## src/hw/rtl/bpdc_pkg.sv

```systemverilog
`timescale 1ns / 1ps
// ----------------------------------------------------------------------------
// bpdc_pkg
// Types and constants shared by the PI duty controller modules.
// ----------------------------------------------------------------------------
package bpdc_pkg;

  // configuration port
  localparam int CFG_IDX_W  = 3;
  localparam int CFG_DATA_W = 16;

  typedef enum logic [CFG_IDX_W-1:0] {
    REG_SETPOINT     = 3'd0,
    REG_MV_PER_COUNT = 3'd1,
    REG_KP           = 3'd2,
    REG_KI           = 3'd3,
    REG_MAX_DUTY     = 3'd4
  } cfg_reg_e;

  localparam int SETP_W = 16;
  localparam int MVPC_W = 14;
  localparam int GAIN_W = 16;
  localparam int PWM_W  = 8;
  localparam int LOAD_W = 16;

  typedef struct packed {
    logic [SETP_W-1:0] setpoint_mv;
    logic [MVPC_W-1:0] mv_per_count_q8;
    logic [GAIN_W-1:0] kp_q16;
    logic [GAIN_W-1:0] ki_q16;
    logic [PWM_W-1:0]  max_duty;
  } cfg_t;

  localparam logic [SETP_W-1:0] SETPOINT_RST = 16'd5000;
  localparam logic [MVPC_W-1:0] MVPC_RST     = 14'd4693;
  localparam logic [GAIN_W-1:0] KP_RST       = 16'd1678;
  localparam logic [GAIN_W-1:0] KI_RST       = 16'd0;
  localparam logic [PWM_W-1:0]  MAX_DUTY_RST = 8'd250;

  // arithmetic formats
  localparam int SCALE_SHIFT = 8;   // Q6.8 gain
  localparam int FRAC_W      = 16;  // Q16 duty and gains
  localparam int ERR_W       = LOAD_W + 1;
  localparam int DUTY_W      = 40;
  localparam int ESUM_W      = 32;

  localparam logic [DUTY_W-1:0] DUTY_RST = 40'd3276800;
  localparam logic [DUTY_W-1:0] DUTY_MAX = {1'b0, {(DUTY_W-1){1'b1}}};
  localparam logic [DUTY_W-1:0] DUTY_MIN = {1'b1, {(DUTY_W-1){1'b0}}};
  localparam logic [ESUM_W-1:0] ESUM_MAX = {1'b0, {(ESUM_W-1){1'b1}}};
  localparam logic [ESUM_W-1:0] ESUM_MIN = {1'b1, {(ESUM_W-1){1'b0}}};

  // digit-serial multiply-accumulate unit
  localparam int ACC_W      = 50;  // holds duty - kp*err - ki*esum exactly
  localparam int MUL_A_W    = 32;  // signed multiplicand
  localparam int MUL_B_W    = 16;  // unsigned multiplier, consumed by digits
  localparam int DIG_W      = 4;
  localparam int MAC_DIGITS = MUL_B_W / DIG_W;
  localparam int MAC_CNT_W  = $clog2(MAC_DIGITS + 1);

  typedef struct packed {
    logic               start;
    logic               use_init;  // start from init instead of current sum
    logic               sub;
    logic [ACC_W-1:0]   init;
    logic [MUL_A_W-1:0] a;
    logic [MUL_B_W-1:0] b;
  } mac_req_t;

  typedef struct packed {
    logic             busy;
    logic [ACC_W-1:0] acc;
  } mac_rsp_t;

endpackage

```

## src/hw/rtl/bpdc_if.sv

```systemverilog
`timescale 1ns / 1ps
// ----------------------------------------------------------------------------
// bpdc channel interfaces
// Valid/ready channels for ADC samples and duty results.
// ----------------------------------------------------------------------------
interface bpdc_in_if #(
  parameter int ADC_BITS = 10
);
  logic                valid;
  logic                ready;
  logic [ADC_BITS-1:0] adc_sample;

  modport source (output valid, output adc_sample, input ready);
  modport sink   (input valid, input adc_sample, output ready);
endinterface

interface bpdc_out_if;
  logic        valid;
  logic        ready;
  logic [7:0]  pwm_compare;
  logic        clamped_low;
  logic        clamped_high;
  logic [15:0] load_mv;

  modport source (output valid, output pwm_compare, output clamped_low,
                  output clamped_high, output load_mv, input ready);
  modport sink   (input valid, input pwm_compare, input clamped_low,
                  input clamped_high, input load_mv, output ready);
endinterface

```

## src/hw/rtl/bpdc_mac.sv

```systemverilog
`timescale 1ns / 1ps
// ----------------------------------------------------------------------------
// bpdc_mac
// Digit-serial multiply-accumulate: acc +/- a*b, four multiplier bits a cycle.
// ----------------------------------------------------------------------------
module bpdc_mac (
  input  logic               clk,
  input  logic               rst_n,
  input  bpdc_pkg::mac_req_t req,
  output bpdc_pkg::mac_rsp_t rsp
);
  import bpdc_pkg::*;

  logic [ACC_W-1:0]     acc_r;
  logic [ACC_W-1:0]     a_r;
  logic [MUL_B_W-1:0]   b_r;
  logic                 sub_r;
  logic [MAC_CNT_W-1:0] cnt_r;
  logic [ACC_W-1:0]     pp;

  // a_r carries the digit weight: it is shifted left one digit per cycle
  assign pp = ACC_W'($signed(a_r) * $signed({1'b0, b_r[DIG_W-1:0]}));

  always_ff @(posedge clk) begin
    if (!rst_n) begin
      cnt_r <= '0;
    end else if (req.start) begin
      cnt_r <= MAC_CNT_W'(MAC_DIGITS);
    end else if (cnt_r != '0) begin
      cnt_r <= cnt_r - 1'b1;
    end
  end

  always_ff @(posedge clk) begin
    if (req.start) begin
      if (req.use_init) begin
        acc_r <= req.init;
      end
      a_r   <= {{(ACC_W-MUL_A_W){req.a[MUL_A_W-1]}}, req.a};
      b_r   <= req.b;
      sub_r <= req.sub;
    end else if (cnt_r != '0) begin
      acc_r <= sub_r ? acc_r - pp : acc_r + pp;
      a_r   <= a_r << DIG_W;
      b_r   <= b_r >> DIG_W;
    end
  end

  assign rsp.busy = (cnt_r != '0);
  assign rsp.acc  = acc_r;

endmodule

```

## src/hw/rtl/bpdc_seq.sv

```systemverilog
`timescale 1ns / 1ps
// ----------------------------------------------------------------------------
// bpdc_seq
// Sequencer: scale, PI correction on the shared MAC, state update, output.
// ----------------------------------------------------------------------------
module bpdc_seq #(
  parameter int ADC_BITS = 10
) (
  input  logic               clk,
  input  logic               rst_n,
  input  bpdc_pkg::cfg_t     cfg,
  bpdc_in_if.sink            in_ch,
  bpdc_out_if.source         out_ch,
  output bpdc_pkg::mac_req_t mac_req,
  input  bpdc_pkg::mac_rsp_t mac_rsp
);
  import bpdc_pkg::*;

  localparam int TOP_W = ACC_W - DUTY_W + 1;

  typedef enum logic [2:0] {
    S_IDLE,
    S_SCALE,
    S_KP,
    S_KI,
    S_PUSH
  } state_t;

  state_t              state_r;
  logic [DUTY_W-1:0]   duty_r;
  logic [ESUM_W-1:0]   esum_r;
  logic [ERR_W-1:0]    err_r;
  logic [LOAD_W-1:0]   load_r;
  logic [PWM_W-1:0]    pend_pwm_r;
  logic                pend_lo_r;
  logic                pend_hi_r;
  logic                out_valid_r;
  logic [PWM_W-1:0]    out_pwm_r;
  logic                out_lo_r;
  logic                out_hi_r;
  logic [LOAD_W-1:0]   out_load_r;

  logic [LOAD_W-1:0]   load_c;
  logic [ERR_W-1:0]    err_c;
  logic [TOP_W-1:0]    acc_top;
  logic [DUTY_W-1:0]   duty_c;
  logic [ESUM_W:0]     esum_sum;
  logic [ESUM_W-1:0]   esum_c;
  logic [PWM_W-1:0]    pwm_c;
  logic                lo_c;
  logic                hi_c;
  logic                slot_free;

  // load voltage from the scaling product, saturated to 16 bits
  always_comb begin
    if (|mac_rsp.acc[ACC_W-1:SCALE_SHIFT+LOAD_W]) begin
      load_c = '1;
    end else begin
      load_c = mac_rsp.acc[SCALE_SHIFT+LOAD_W-1:SCALE_SHIFT];
    end
    err_c = {1'b0, load_c} - {1'b0, cfg.setpoint_mv};
  end

  // accumulator saturation, error sum update and output clamp
  always_comb begin
    acc_top = mac_rsp.acc[ACC_W-1:DUTY_W-1];
    if (&acc_top || ~|acc_top) begin
      duty_c = mac_rsp.acc[DUTY_W-1:0];
    end else if (mac_rsp.acc[ACC_W-1]) begin
      duty_c = DUTY_MIN;
    end else begin
      duty_c = DUTY_MAX;
    end

    esum_sum = {esum_r[ESUM_W-1], esum_r}
             + {{(ESUM_W+1-ERR_W){err_r[ERR_W-1]}}, err_r};
    if (esum_sum[ESUM_W] == esum_sum[ESUM_W-1]) begin
      esum_c = esum_sum[ESUM_W-1:0];
    end else if (esum_sum[ESUM_W]) begin
      esum_c = ESUM_MIN;
    end else begin
      esum_c = ESUM_MAX;
    end

    lo_c  = 1'b0;
    hi_c  = 1'b0;
    if (duty_c[DUTY_W-1]) begin
      pwm_c = '0;
      lo_c  = 1'b1;
    end else if (duty_c > DUTY_W'({cfg.max_duty, {FRAC_W{1'b0}}})) begin
      pwm_c = cfg.max_duty;
      hi_c  = 1'b1;
    end else begin
      pwm_c = duty_c[FRAC_W+PWM_W-1:FRAC_W];
    end
  end

  // MAC issue: scale, then duty - kp*err, then - ki*esum (sum before update)
  always_comb begin
    mac_req = '0;
    case (state_r)
      S_IDLE: begin
        mac_req.start    = in_ch.valid;
        mac_req.use_init = 1'b1;
        mac_req.a        = {{(MUL_A_W-ADC_BITS){1'b0}}, in_ch.adc_sample};
        mac_req.b        = {{(MUL_B_W-MVPC_W){1'b0}}, cfg.mv_per_count_q8};
      end
      S_SCALE: begin
        mac_req.start    = !mac_rsp.busy;
        mac_req.use_init = 1'b1;
        mac_req.sub      = 1'b1;
        mac_req.init     = {{(ACC_W-DUTY_W){duty_r[DUTY_W-1]}}, duty_r};
        mac_req.a        = {{(MUL_A_W-ERR_W){err_c[ERR_W-1]}}, err_c};
        mac_req.b        = cfg.kp_q16;
      end
      S_KP: begin
        mac_req.start    = !mac_rsp.busy;
        mac_req.sub      = 1'b1;
        mac_req.a        = esum_r;
        mac_req.b        = cfg.ki_q16;
      end
      default: begin
        mac_req = '0;
      end
    endcase
  end

  assign slot_free = !out_valid_r || out_ch.ready;

  always_ff @(posedge clk) begin
    if (!rst_n) begin
      state_r     <= S_IDLE;
      duty_r      <= DUTY_RST;
      esum_r      <= '0;
      out_valid_r <= 1'b0;
    end else begin
      case (state_r)
        S_IDLE: begin
          if (in_ch.valid) begin
            state_r <= S_SCALE;
          end
        end
        S_SCALE: begin
          if (!mac_rsp.busy) begin
            load_r  <= load_c;
            err_r   <= err_c;
            state_r <= S_KP;
          end
        end
        S_KP: begin
          if (!mac_rsp.busy) begin
            state_r <= S_KI;
          end
        end
        S_KI: begin
          if (!mac_rsp.busy) begin
            duty_r     <= duty_c;
            esum_r     <= esum_c;
            pend_pwm_r <= pwm_c;
            pend_lo_r  <= lo_c;
            pend_hi_r  <= hi_c;
            state_r    <= S_PUSH;
          end
        end
        S_PUSH: begin
          if (slot_free) begin
            state_r <= S_IDLE;
          end
        end
        default: begin
          state_r <= S_IDLE;
        end
      endcase

      if (state_r == S_PUSH && slot_free) begin
        out_valid_r <= 1'b1;
        out_pwm_r   <= pend_pwm_r;
        out_lo_r    <= pend_lo_r;
        out_hi_r    <= pend_hi_r;
        out_load_r  <= load_r;
      end else if (out_ch.ready) begin
        out_valid_r <= 1'b0;
      end
    end
  end

  assign in_ch.ready         = (state_r == S_IDLE);
  assign out_ch.valid        = out_valid_r;
  assign out_ch.pwm_compare  = out_pwm_r;
  assign out_ch.clamped_low  = out_lo_r;
  assign out_ch.clamped_high = out_hi_r;
  assign out_ch.load_mv      = out_load_r;

endmodule

```

## src/hw/rtl/boost_pi_duty_controller.sv

```systemverilog
`timescale 1ns / 1ps
// ----------------------------------------------------------------------------
// boost_pi_duty_controller
// PI regulator turning load voltage samples into a PWM compare value.
// ----------------------------------------------------------------------------
// Usage:
//   in_ch  : one raw ADC sample of the load voltage per transaction.
//   out_ch : one result per sample: clamped compare value, clamp flags and
//            the scaled load voltage in mV.
//   cfg_*  : write-only registers (setpoint, mV per count, kp, ki, max duty),
//            written while the block is idle; unknown indexes are dropped.
// Timing: the three multiplications (scaling, kp*error, ki*error sum) run on
//   one shared multiply-accumulate unit that consumes 4 multiplier bits per
//   cycle, one multiplication after the other. A new sample is taken only
//   after the result of the last one has gone to the output register.
// Reset: registers return to their defaults, the duty accumulator to 50.0
//   counts, the error sum to zero, and the output register is emptied.
// Stall: a finished result waits in the output register; the next sample is
//   still taken and worked on, and its result is held until the slot frees.
// ----------------------------------------------------------------------------
module boost_pi_duty_controller #(
  parameter int ADC_BITS = 10
) (
  input  logic                            clk,
  input  logic                            rst_n,
  bpdc_in_if.sink                         in_ch,
  bpdc_out_if.source                      out_ch,
  input  logic                            cfg_we,
  input  logic [bpdc_pkg::CFG_IDX_W-1:0]  cfg_index,
  input  logic [bpdc_pkg::CFG_DATA_W-1:0] cfg_wdata
);
  import bpdc_pkg::*;

  cfg_t     cfg_r;
  mac_req_t mac_req;
  mac_rsp_t mac_rsp;

  always_ff @(posedge clk) begin
    if (!rst_n) begin
      cfg_r.setpoint_mv     <= SETPOINT_RST;
      cfg_r.mv_per_count_q8 <= MVPC_RST;
      cfg_r.kp_q16          <= KP_RST;
      cfg_r.ki_q16          <= KI_RST;
      cfg_r.max_duty        <= MAX_DUTY_RST;
    end else if (cfg_we) begin
      case (cfg_index)
        REG_SETPOINT:     cfg_r.setpoint_mv     <= cfg_wdata[SETP_W-1:0];
        REG_MV_PER_COUNT: cfg_r.mv_per_count_q8 <= cfg_wdata[MVPC_W-1:0];
        REG_KP:           cfg_r.kp_q16          <= cfg_wdata[GAIN_W-1:0];
        REG_KI:           cfg_r.ki_q16          <= cfg_wdata[GAIN_W-1:0];
        REG_MAX_DUTY:     cfg_r.max_duty        <= cfg_wdata[PWM_W-1:0];
        default: begin
        end
      endcase
    end
  end

  bpdc_seq #(
    .ADC_BITS (ADC_BITS)
  ) u_seq (
    .clk     (clk),
    .rst_n   (rst_n),
    .cfg     (cfg_r),
    .in_ch   (in_ch),
    .out_ch  (out_ch),
    .mac_req (mac_req),
    .mac_rsp (mac_rsp)
  );

  bpdc_mac u_mac (
    .clk   (clk),
    .rst_n (rst_n),
    .req   (mac_req),
    .rsp   (mac_rsp)
  );

endmodule

```

## src/flat_wrapper.sv

```systemverilog
// flat-port wrapper written by rule: the top's interface ports become plain ports
module boost_pi_duty_controller_flat import bpdc_pkg::*;
#(
  parameter int ADC_BITS = 10
)
  (clk, rst_n, cfg_we, cfg_index, cfg_wdata, in_ch_valid, in_ch_adc_sample, in_ch_ready, out_ch_valid, out_ch_pwm_compare, out_ch_clamped_low, out_ch_clamped_high, out_ch_load_mv, out_ch_ready);
  bpdc_in_if #(.ADC_BITS(ADC_BITS)) in_ch_i ();
  bpdc_out_if out_ch_i ();
  input  logic clk;
  input  logic rst_n;
  input  logic cfg_we;
  input  logic [bpdc_pkg::CFG_IDX_W-1:0] cfg_index;
  input  logic [bpdc_pkg::CFG_DATA_W-1:0] cfg_wdata;
  input wire logic [$bits(in_ch_i.valid)-1:0] in_ch_valid;
  input wire logic [$bits(in_ch_i.adc_sample)-1:0] in_ch_adc_sample;
  output wire logic [$bits(in_ch_i.ready)-1:0] in_ch_ready;
  output wire logic [$bits(out_ch_i.valid)-1:0] out_ch_valid;
  output wire logic [$bits(out_ch_i.pwm_compare)-1:0] out_ch_pwm_compare;
  output wire logic [$bits(out_ch_i.clamped_low)-1:0] out_ch_clamped_low;
  output wire logic [$bits(out_ch_i.clamped_high)-1:0] out_ch_clamped_high;
  output wire logic [$bits(out_ch_i.load_mv)-1:0] out_ch_load_mv;
  input wire logic [$bits(out_ch_i.ready)-1:0] out_ch_ready;
  assign in_ch_i.valid = in_ch_valid;
  assign in_ch_i.adc_sample = in_ch_adc_sample;
  assign in_ch_ready = in_ch_i.ready;
  assign out_ch_valid = out_ch_i.valid;
  assign out_ch_pwm_compare = out_ch_i.pwm_compare;
  assign out_ch_clamped_low = out_ch_i.clamped_low;
  assign out_ch_clamped_high = out_ch_i.clamped_high;
  assign out_ch_load_mv = out_ch_i.load_mv;
  assign out_ch_i.ready = out_ch_ready;
  boost_pi_duty_controller #(.ADC_BITS(ADC_BITS)) u_core (.clk(clk), .rst_n(rst_n), .in_ch(in_ch_i), .out_ch(out_ch_i), .cfg_we(cfg_we), .cfg_index(cfg_index), .cfg_wdata(cfg_wdata));
endmodule
```

## config.mk

```make
export PLATFORM = sky130hd
export DESIGN_NAME = boost_pi_duty_controller_flat
export DESIGN_NICKNAME = d
export VERILOG_FILES = /design/src/hw/rtl/bpdc_pkg.sv /design/src/hw/rtl/bpdc_if.sv /design/src/hw/rtl/bpdc_mac.sv /design/src/hw/rtl/bpdc_seq.sv /design/src/hw/rtl/boost_pi_duty_controller.sv /design/src/flat_wrapper.sv
export SDC_FILE = /design/constraint.sdc
export NUM_CORES = 1
export LEC_CHECK = 0
export BUFFER_PORTS_ARGS = -buffer_cell sky130_fd_sc_hd__buf_2
export CORE_ASPECT_RATIO = 1.1
export CORE_MARGIN = 1
export CORE_UTILIZATION = 60
export CTS_CLUSTER_DIAMETER = 120
export CTS_CLUSTER_SIZE = 20
export DETAILED_ROUTE_END_ITERATION = 12
export PLACE_DENSITY = 0.77
export SETUP_SLACK_MARGIN = 0.4
export SLEW_MARGIN = 20
export SYNTH_ARGS = -nofsm -noshare
export SYNTH_HDL_FRONTEND = slang
export SYNTH_SLANG_ARGS = --single-unit
```

## constraint.sdc

```tcl
create_clock -name clk -period 12.4 [get_ports clk]
set_clock_uncertainty 0.15 [all_clocks]
set_input_delay 1.24 -clock clk [delete_from_list [all_inputs] [get_ports clk]]
set_output_delay 1.24 -clock clk [all_outputs]
set_load 0.005 [all_outputs]
```

Word level (Yosys, flattened, before mapping)
Cells that the tools add are included.
Word-level totals
  output and inout port bits: 28
  word-level logic and storage cells: 107
  flip-flop bits (word level): 335
  input port bits: 34
Operators by class
  add/sub/neg operators: 5
  $lt $le $gt $ge: 1
  bitwise gates (word level): 2
  equal/unequal tests: 15
  multiply operators: 1
  mux-type cells: 31
  reductions and logical operators: 28
Operator list (count)
  $mux 50: 7
  $pmux 48 s3: 1
  $mux 40: 2
  $mux 32: 2
  $add 50x50->50: 1
  $mul 50x5->50: 1
  $sub 50x50->50: 1
  $mux 16: 3
  $gt 40x24->1: 1
  $add 32x17->33: 1
  $reduce_or 26->1: 1
  $mux 3: 7
  $sub 16x16->17: 1
  $reduce_and 2->1: 8
  $pmux 3 s5: 1
  $eq 3x2->1 const B: 4
  $ne 2x2->1 const B: 6
  $reduce_and 11->1: 1
  $reduce_or 11->1: 1
  $mux 8: 1
  $eq 3x1->1 const B: 2
  $eq 3x3->1 const B: 2
  $logic_not 3->1: 2
  $mux 1: 6
  other kinds (12): 20

Logic depth before layout (Yosys ltp)
Gate-level depths: netlist of the first run.
  word-level depth: 6
  gate-level depth with buffers: 37
  gate-level depth less buffers: 34

Cells and area by module
Synthesis of the first run repeated with hierarchy kept, for this count alone.
Unflattened totals
  cells, all modules: 3201
  area total of the unflattened synthesis: 28345.9 sq um
Modules (own cells, without submodules)
  bpdc_mac: instances 1, cells an instance 1845, area an instance 15994.1 sq um, seq. area each 3573.4 sq um
  bpdc_seq: instances 1, cells an instance 1091, area an instance 9614.2 sq um, seq. area each 3593.4 sq um
  boost_pi_duty_controller: instances 1, cells an instance 265, area an instance 2737.6 sq um, seq. area each 1401.3 sq um

Worst setup path before layout of the first run
OpenSTA, ideal clock, no wires.
  path kind: register to register
  start point: register u_core.u_mac.b_r[2]
  end point: register u_core.u_mac.acc_r[48] (data pin)
  buffers on the path: 3
  period minus slack after synthesis: 7.789 ns
  data required time: 11.980 ns
  path slack: 4.611 ns
  cell stages (with the launch flop): 32
  arrival: 7.369 ns
  library setup time: 0.270 ns
  cells stage by stage: edfxtp_1 > clkbuf_1 > clkbuf_1 > and2_1 > ha_1 > fa_1 > inv_1 > fa_1 > inv_1 > ha_1 > buf_2 > and4_1 > a221o_1 > nand2b_1 > xnor2_1 > or4_4 > nor4b_4 > and3b_1 > nor2_1 > xnor2_1 > ha_1 > a211oi_1 > or3b_2 > o31a_1 > a211oi_1 > o21ba_2 > o21a_1 > o31ai_1 > a221o_1 > a21oi_1 > xor2_1 > o21ai_0
On the way
  word-level cells in the longest chain between the ends: 5
  elaborated cells between the ends (all ways): 6
  classes of those cells: add/sub (2); mul (1); mux (3)
RTL lines
  start: declaration: line bpdc_mac.sv:16  | logic [MUL_B_W-1:0] b_r;
  start signal: assignment: line bpdc_mac.sv:40  | b_r <= req.b;
  start signal: assignment: line bpdc_mac.sv:45  | b_r <= b_r >> DIG_W;
  $mul 50x5->50 *: line bpdc_mac.sv:22  | assign pp = ACC_W'($signed(a_r) * $signed({1'b0, b_r[DIG_W-1:0]}));
  $add 50x50->50 / $sub 50x50->50 (equally long branches): line bpdc_mac.sv:43  | acc_r <= sub_r ? acc_r - pp : acc_r + pp;
  $mux 50 *: line bpdc_mac.sv:43
  $mux 50 *: line bpdc_mac.sv:42  | end else if (cnt_r != '0) begin
  $mux 50 *: line bpdc_mac.sv:35  | if (req.start) begin
  end signal: assignment: line bpdc_mac.sv:37  | acc_r <= req.init;
  end signal: assignment: line bpdc_mac.sv:43
  end: declaration: line bpdc_mac.sv:14  | logic [ACC_W-1:0] acc_r;
Mark *: on every way between the ends. The rest lies on a longest branch, timed or not. The select of a mux whose other input is x is not followed.
A chain may end at the register's enable or synchronous reset.

Worst setup path in the final report of the first run
  start point: register u_core.u_mac.b_r[2]
  end point: register u_core.u_mac.acc_r[49] (data pin)
The elaborated chain is that of the path after synthesis.

==> results of run 1 <==
==> state kept, by name, indices dropped and copies added, names as in the netlist, 17 cells and up <==
signal,flops
u_core.u_seq.duty_r,40
u_core.u_seq.err_r,17
u_core.u_seq.esum_r,32
u_core.u_mac.a_r,50
u_core.u_mac.acc_r,50
u_core.cfg_r,70
==> per-layer routing <==
| metal | vias up | GRT usage [%] | part of all wire, % |
|---|---|---|---|
| li1 | 10991 | - | - |
| met1 | 10980 | 36.3 | 40 |
| met2 | 666 | 54.9 | 50 |
| met3 | 178 | 3.33 | 5.4 |
| met4 | 0 | 14.6 | 5.0 |
| met5 | - | 0 | 0 |
==> worst max-delay path: cells and delay by family, from the launching register on <==
family	cells	cell delay, ns
xor gates and xnor gates	3	0.59
DFF	1	0.60
and+or+nand+nor	3	0.50
AOI/OAI and AO/OA	18	4.03
buffers and inverters	3	0.36
adders and majority gates	5	2.20
==> final cells by class <==
| class | count | area share [%] |
|---|---|---|
| Timing Repair Buffer | 87 | 1.85 |
| Sequential cell | 335 | 30.1 |
| Clock buffer | 35 | 2.05 |
| Inverter | 254 | 3.35 |
| Clock inverter | 1 | 0.106 |
| Multi-Input combinational cell | 2415 | 59.9 |
| Tap cell | 581 | 2.56 |
==> stage by stage <==
step	std cells	setup WS, ns	hold WS, ns	cell area (um2)
2_1_floorplan	3167	4.61	0.250	27200
3_3_place_gp	3669	3.54	0.261	27800
3_5_place_dp	3670	3.35	0.256	27800
4_1_cts	3706	3.30	0.275	28400
5_1_grt	3708	3.05	0.285	28400
6_report	3708	3.68	0.278	28400
==> cells by family after synthesis <==
group | after synthesis | synth area share [%]
compound gates | 876 | 20.4
xor+xnor | 169 | 5.45
fa+ha+maj | 308 | 16.7
buf+inv | 417 | 5.86
flops | 335 | 31.5
mux | 25 | 0.926
simple gates | 1037 | 19.1
==> cells in the final DEF (no fill, tap or decap), types with 9 or more instances in the layout <==
master     Yosys  layout
a221oi_1      11      11
dfxtp_1      149     149
o31ai_1       21      21
buf_4          0      24
nand2b_1      31      31
clkbuf_1     141      13
buf_2          8      60
o21ai_1       10      10
and2_1       169     168
clkbuf_16      0      21
nor2b_1       34      34
mux2i_1       24      24
ha_1         205     205
a21o_1        98      98
a31oi_1       48      48
nand3_1      102     102
or2_2         11      11
o21ai_0      230     229
o211ai_1      23      23
a21oi_1      227     227
nor4_1        16      16
xor2_1        56      56
a21boi_0      64      64
xnor2_1      113     112
nor3_1        42      42
fa_1          95      95
o21a_1        23      23
nor3b_1       14      12
and3_1        22      22
o21bai_1      17      17
edfxtp_1     186     186
o31a_1         9       9
or3_1         30      30
nor2_1       164     164
inv_1        253     253
nand2_1      346     345
nand4_1       20      20
a211oi_1      26      26
==> worst paths after layout <==
check | slack, ns | cells after the start | end
setup reg to reg | 3.68 | 32 | u_core.u_mac.acc_r[49]$_DFFE_PP_
setup / recovery | 3.68 | 32 | u_core.u_mac.acc_r[49]$_DFFE_PP_
hold reg to reg | 0.28 | 0 | u_core.u_seq.out_ch.pwm_compare[7]$_DFFE_PP_
hold / removal | 0.28 | 0 | u_core.u_seq.out_ch.pwm_compare[7]$_DFFE_PP_
==> flow_summary.json, run 1 <==
{
  "die_w_um": 205,
  "cpPeakStageDelay_ns": 0.60,
  "grt_pass1_wl_um": 114000,
  "drive_above_1_share_pct": 4.92,
  "ys_ff_latch": 335,
  "gp_congestion": 0.968,
  "yosysTopAreaCell": "edfxtp_1",
  "insertedDiodeCount": 0,
  "critical_path.endpoint_type": "flip-flop",
  "grt_max_degree": 94,
  "ant_nets": 0,
  "synthesis.nets": 3501,
  "crit_type": "flip-flop to flip-flop",
  "grt_overflow_total": 0,
  "worst_r2r_startpoint": "u_core.u_mac.b_r[2]$_DFFE_PP_",
  "first_pass_iters": 7,
  "relSlewSlack_pct": 23.4,
  "synth.most_common_cell": "nand2_1",
  "cts_buffers": 20,
  "synth_common_cells": "346 x nand2_1, 253 x inv_1, 230 x o21ai_0, 227 x a21oi_1, 205 x ha_1",
  "dp_hpwl_um": 51700,
  "synth_edf_count": 186,
  "path_common_cell": "a21o_1",
  "required_ns": 12.53,
  "synthTopCellsByArea": "edfxtp_1 21%, dfxtp_1 11%, ha_1 9.4%",
  "htreeDepth": 1,
  "cts_root_buffer": "clkbuf_16",
  "syn_area_per_cell_um2": 8.58,
  "nets": 3447,
  "worstHoldStart": "u_core.u_seq.pend_pwm_r[7]$_SDFFCE_PP0P_",
  "synth_cell_type_count": 89,
  "dieHeight_um": 225,
  "grt_usage_pct": 30.6,
  "cts_setup_buffers": 0,
  "crit_slowest_cell": "edfxtp_1",
  "post_cts_resized": 0,
  "grt_pass1_vias": 22808,
  "n_fill_cell": 3834,
  "yosysWarnings": 0,
  "netlist_instances": 3167,
  "cp_max_fo": 33,
  "synth_top_area_share_pct": 20.6,
  "viasPerCell": 6.15,
  "drtIter0Drc": 1590,
  "ios": 62,
  "hold_viol": 0,
  "insertion_delay_ns": 0.55,
  "start_kind": "flip-flop",
  "crit_start": "u_core.u_mac.b_r[2]$_DFFE_PP_",
  "port_buffers": 61,
  "routed_wl_um": 69900,
  "cts.clk_slew.worst_paths_ns": 0.09,
  "drc": 0,
  "antenna_found_initial": 0,
  "rsz0062_at_grt": "false",
  "synth-seq-area-share_pct": 31.5,
  "layout_min_cycle_time_ns": 8.72,
  "finalSetupTns_ns": 0,
  "finalSetupViolCount": 0,
  "fin_crit_sh_pct": 70.3,
  "max_cap_viol_count": 0,
  "die-area_um2": 46100,
  "regArea_um2": 8570,
  "ys.flop_type": "edfxtp_1",
  "core_area_um2": 44600,
  "initial_core_util_pct": 60.9,
  "cts_sinks": 335,
  "clock_path_buffers": 3,
  "cts_tree": "yes",
  "slew_violations": 0,
  "wl_per_cell_um": 18.9,
  "async_flop_share_pct": 0,
  "worstMarginPinSlew_ns": 1.14,
  "fin_util_pct": 63.7,
  "hold_class": "flip-flop to flip-flop",
  "synth_area_um2": 27200,
  "syn_to_final_growth_pct": 4.66,
  "vias": 22815,
  "rows": 81,
  "multi_input_area_um2": 17000,
  "worstPathArrival_ns": 8.85,
  "ctsHoldBuffers": 0,
  "status": "complete, no violations",
  "fmax_ghz": 0.115
}
Power of run 1 is not shown: default switching activity piles up to over one toggle a cycle in this logic, so the estimate is an artifact.
==> run 2, diff against run 1 <==
--- a/config.mk
+++ b/config.mk
@@ -5,6 +5,7 @@
 export SDC_FILE = /design/constraint.sdc
 export NUM_CORES = 1
 export LEC_CHECK = 0
+export ABC_AREA = 1
 export BUFFER_PORTS_ARGS = -buffer_cell sky130_fd_sc_hd__buf_2
 export CORE_ASPECT_RATIO = 1.1
 export CORE_MARGIN = 1
==> constraint.sdc (replaced) <==
create_clock -name clk -period 8.8 [get_ports clk]
set_clock_uncertainty 0.15 [all_clocks]
set_input_delay 0.88 -clock clk [delete_from_list [all_inputs] [get_ports clk]]
set_output_delay 0.88 -clock clk [all_outputs]
set_load 0.005 [all_outputs]
==> run 2 against run 1 <==
  * Final area up 6.3%
  * Utilization grew 0.65 points
  * Non-clock buffer count grew 1
  * Highest routed layer unchanged
  * Synthesized cell count is 31% higher
  * First-iteration DRC count rose by 42%
  * Final cell count rose by 29%
  * Sequential cell count did not move
  * Setup slack lost 2.6 ns
  * Largest cell class unchanged
  * Count of clock-buffer cells in the layout decreased by 1
  * Sequential share of layout area down 1.8 points
==> flow_summary.json, run 2 <==
{
  "port_buffers": 61,
  "grt_pass1_vias": 24647,
  "synthTopCellsByArea": "edfxtp_1 19%, nand2_1 16%, inv_1 11%",
  "cts.clk_slew.worst_paths_ns": 0.09,
  "dp_hpwl_um": 60500,
  "status": "complete, no violations",
  "cts_root_buffer": "clkbuf_16",
  "fin_crit_sh_pct": 87.7,
  "antenna_found_initial": 0,
  "rows": 83,
  "die-area_um2": 48800,
  "insertedDiodeCount": 0,
  "wl_per_cell_um": 16.4,
  "post_cts_resized": 0,
  "core_area_um2": 46900,
  "ys.flop_type": "edfxtp_1",
  "netlist_instances": 4142,
  "yosysTopAreaCell": "edfxtp_1",
  "clock_path_buffers": 3,
  "crit_slowest_cell": "edfxtp_1",
  "drive_above_1_share_pct": 4.38,
  "multi_input_area_um2": 16600,
  "initial_core_util_pct": 61.2,
  "htreeDepth": 1,
  "drc": 0,
  "cp_top_family": "compound AO/OA/AOI/OAI gates",
  "dieHeight_um": 232,
  "routed_wl_um": 78600,
  "fmax_ghz": 0.130,
  "hold_viol": 0,
  "worstPathArrival_ns": 7.86,
  "hold_class": "flip-flop to flip-flop",
  "ios": 62,
  "required_ns": 8.94,
  "insertion_delay_ns": 0.57,
  "first_pass_iters": 6,
  "synth.most_common_cell": "nand2_1",
  "gp_congestion": 1.03,
  "ys_ff_latch": 335,
  "final_common_cell": "nand2_1",
  "die_w_um": 211,
  "rsz0062_at_grt": "false",
  "slew_violations": 0,
  "synth_common_cells": "1188 x nand2_1, 823 x inv_1, 285 x a21oi_1, 282 x nor2_1, 219 x o21ai_0",
  "start_kind": "flip-flop",
  "grt_pass1_wl_um": 127000,
  "path_buf_inv": 6,
  "cp_max_fo": 13,
  "ant_nets": 0,
  "finalSetupTns_ns": 0,
  "syn_to_final_growth_pct": 5.19,
  "synth_cell_type_count": 61,
  "top_regs": "u_core.cfg_r x70, u_core.u_mac.a_r x50, u_core.u_mac.acc_r x50",
  "yosysWarnings": 0,
  "final_cell_mix": "1186 x nand2_1, 823 x inv_1, 285 x a21oi_1",
  "finalSetupViolCount": 0,
  "relSlewSlack_pct": 28.9,
  "syn_area_per_cell_um2": 6.94,
  "cts_sinks": 335,
  "synth_edf_count": 186,
  "cpPeakStageDelay_ns": 0.61,
  "synthesis.nets": 4476,
  "worstMarginPinSlew_ns": 1.07,
  "viasPerCell": 5.43,
  "synth-seq-area-share_pct": 29.8,
  "synth_top_area_share_pct": 19.4,
  "max_cap_viol_count": 0,
  "grt_usage_pct": 32.5,
  "vias": 26009,
  "regArea_um2": 8570,
  "worstHoldStart": "u_core.u_seq.pend_lo_r$_DFFE_PP_",
  "async_flop_share_pct": 0,
  "largest_reg_flops": 70,
  "dp_slack_ns": 0.917,
  "path_common_cell": "nand2_1",
  "ctsHoldBuffers": 0,
  "grt_max_degree": 89,
  "worst_r2r_startpoint": "u_core.u_mac.b_r[3]$_DFFE_PP_",
  "drtIter0Drc": 2251,
  "synth_area_um2": 28700,
  "grt_overflow_total": 0,
  "layout_min_cycle_time_ns": 7.72,
  "nets": 4471,
  "cts_buffers": 20,
  "largest_register": "u_core.cfg_r",
  "n_fill_cell": 4433,
  "setup_slack_ns": 1.08,
  "crit_type": "flip-flop to flip-flop",
  "crit_start": "u_core.u_mac.b_r[3]$_DFFE_PP_",
  "cts_tree": "yes",
  "critical_path.endpoint_type": "flip-flop"
}
==> run 2: cell count changes after synthesis, moves of 48 or more <==
cell	previous run	this run
inv_1	253	823
nand2_1	346	1188
a21o_1	98	11
clkbuf_1	141	93
a21boi_0	64	6
xnor2_1	113	41
and2_1	169	3
a21oi_1	227	285
nor2_1	164	282
==> run 2: kinds of logic after synthesis <==
kind of cell	count (synthesis)	share of synthesized area (%)
AOI/OAI and AO/OA	678	13.4
buffers and inverters	954	12.5
DFF	335	29.8
adders and majority gates	300	15.5
xor gates and xnor gates	126	3.87
and+or+nand+nor	1749	24.8
==> run 2: path summary, 6_finish.rpt <==
| kind | to | slack (ns) | cells past startpoint |
|---|---|---|---|
| max | u_core.u_mac.acc_r[33]$_DFFE_PP_ | 1.08 | 34 |
| min | u_core.u_seq.out_ch.clamped_low$_DFFE_PP_ | 0.27 | 0 |
| max reg2reg | u_core.u_mac.acc_r[33]$_DFFE_PP_ | 1.08 | 34 |
| min reg2reg | u_core.u_seq.out_ch.clamped_low$_DFFE_PP_ | 0.27 | 0 |
==> run 2: final cells by class <==
cell class / instances / area share, %
Clock inverter: 2 / 0.0745
Tap cell: 637 / 2.64
Multi-Input combinational cell: 2853 / 55.0
Sequential cell: 335 / 28.3
Inverter: 839 / 10.4
Timing Repair Buffer: 88 / 1.71
Clock buffer: 34 / 1.83
==> run 2: routing by layer <==
layer | wire length (um) | share of wire [%] | track usage [%] | vias up
met5 | 0 | 0 | 0 | -
met4 | 3300 | 4.2 | 12.8 | 0
met3 | 5010 | 6.4 | 3.43 | 176
met2 | 37000 | 47 | 55.6 | 840
met1 | 33400 | 42 | 42.1 | 11876
li1 | - | - | - | 13117
==> run 2: repair_timing <==
item / in CTS / in global routing
endpoints found under the hold margin: 0 / 0
endpoints found under the setup margin: 0 / 1
buffers inserted: 0 / 2
==> run 2: metrics by stage <==
step | utilization [%] | area [um2] | std cells | hold WS, ns
after floorplan | - | 28700 | 4142 | 0.250
after global placement | 63.1 | 29600 | 4750 | 0.254
after detailed placement | 63.1 | 29600 | 4750 | 0.255
after CTS | 64.3 | 30200 | 4786 | 0.277
after global routing | 64.4 | 30200 | 4788 | 0.282
final | 64.4 | 30200 | 4788 | 0.274
Power of run 2 is left out for the same reason.
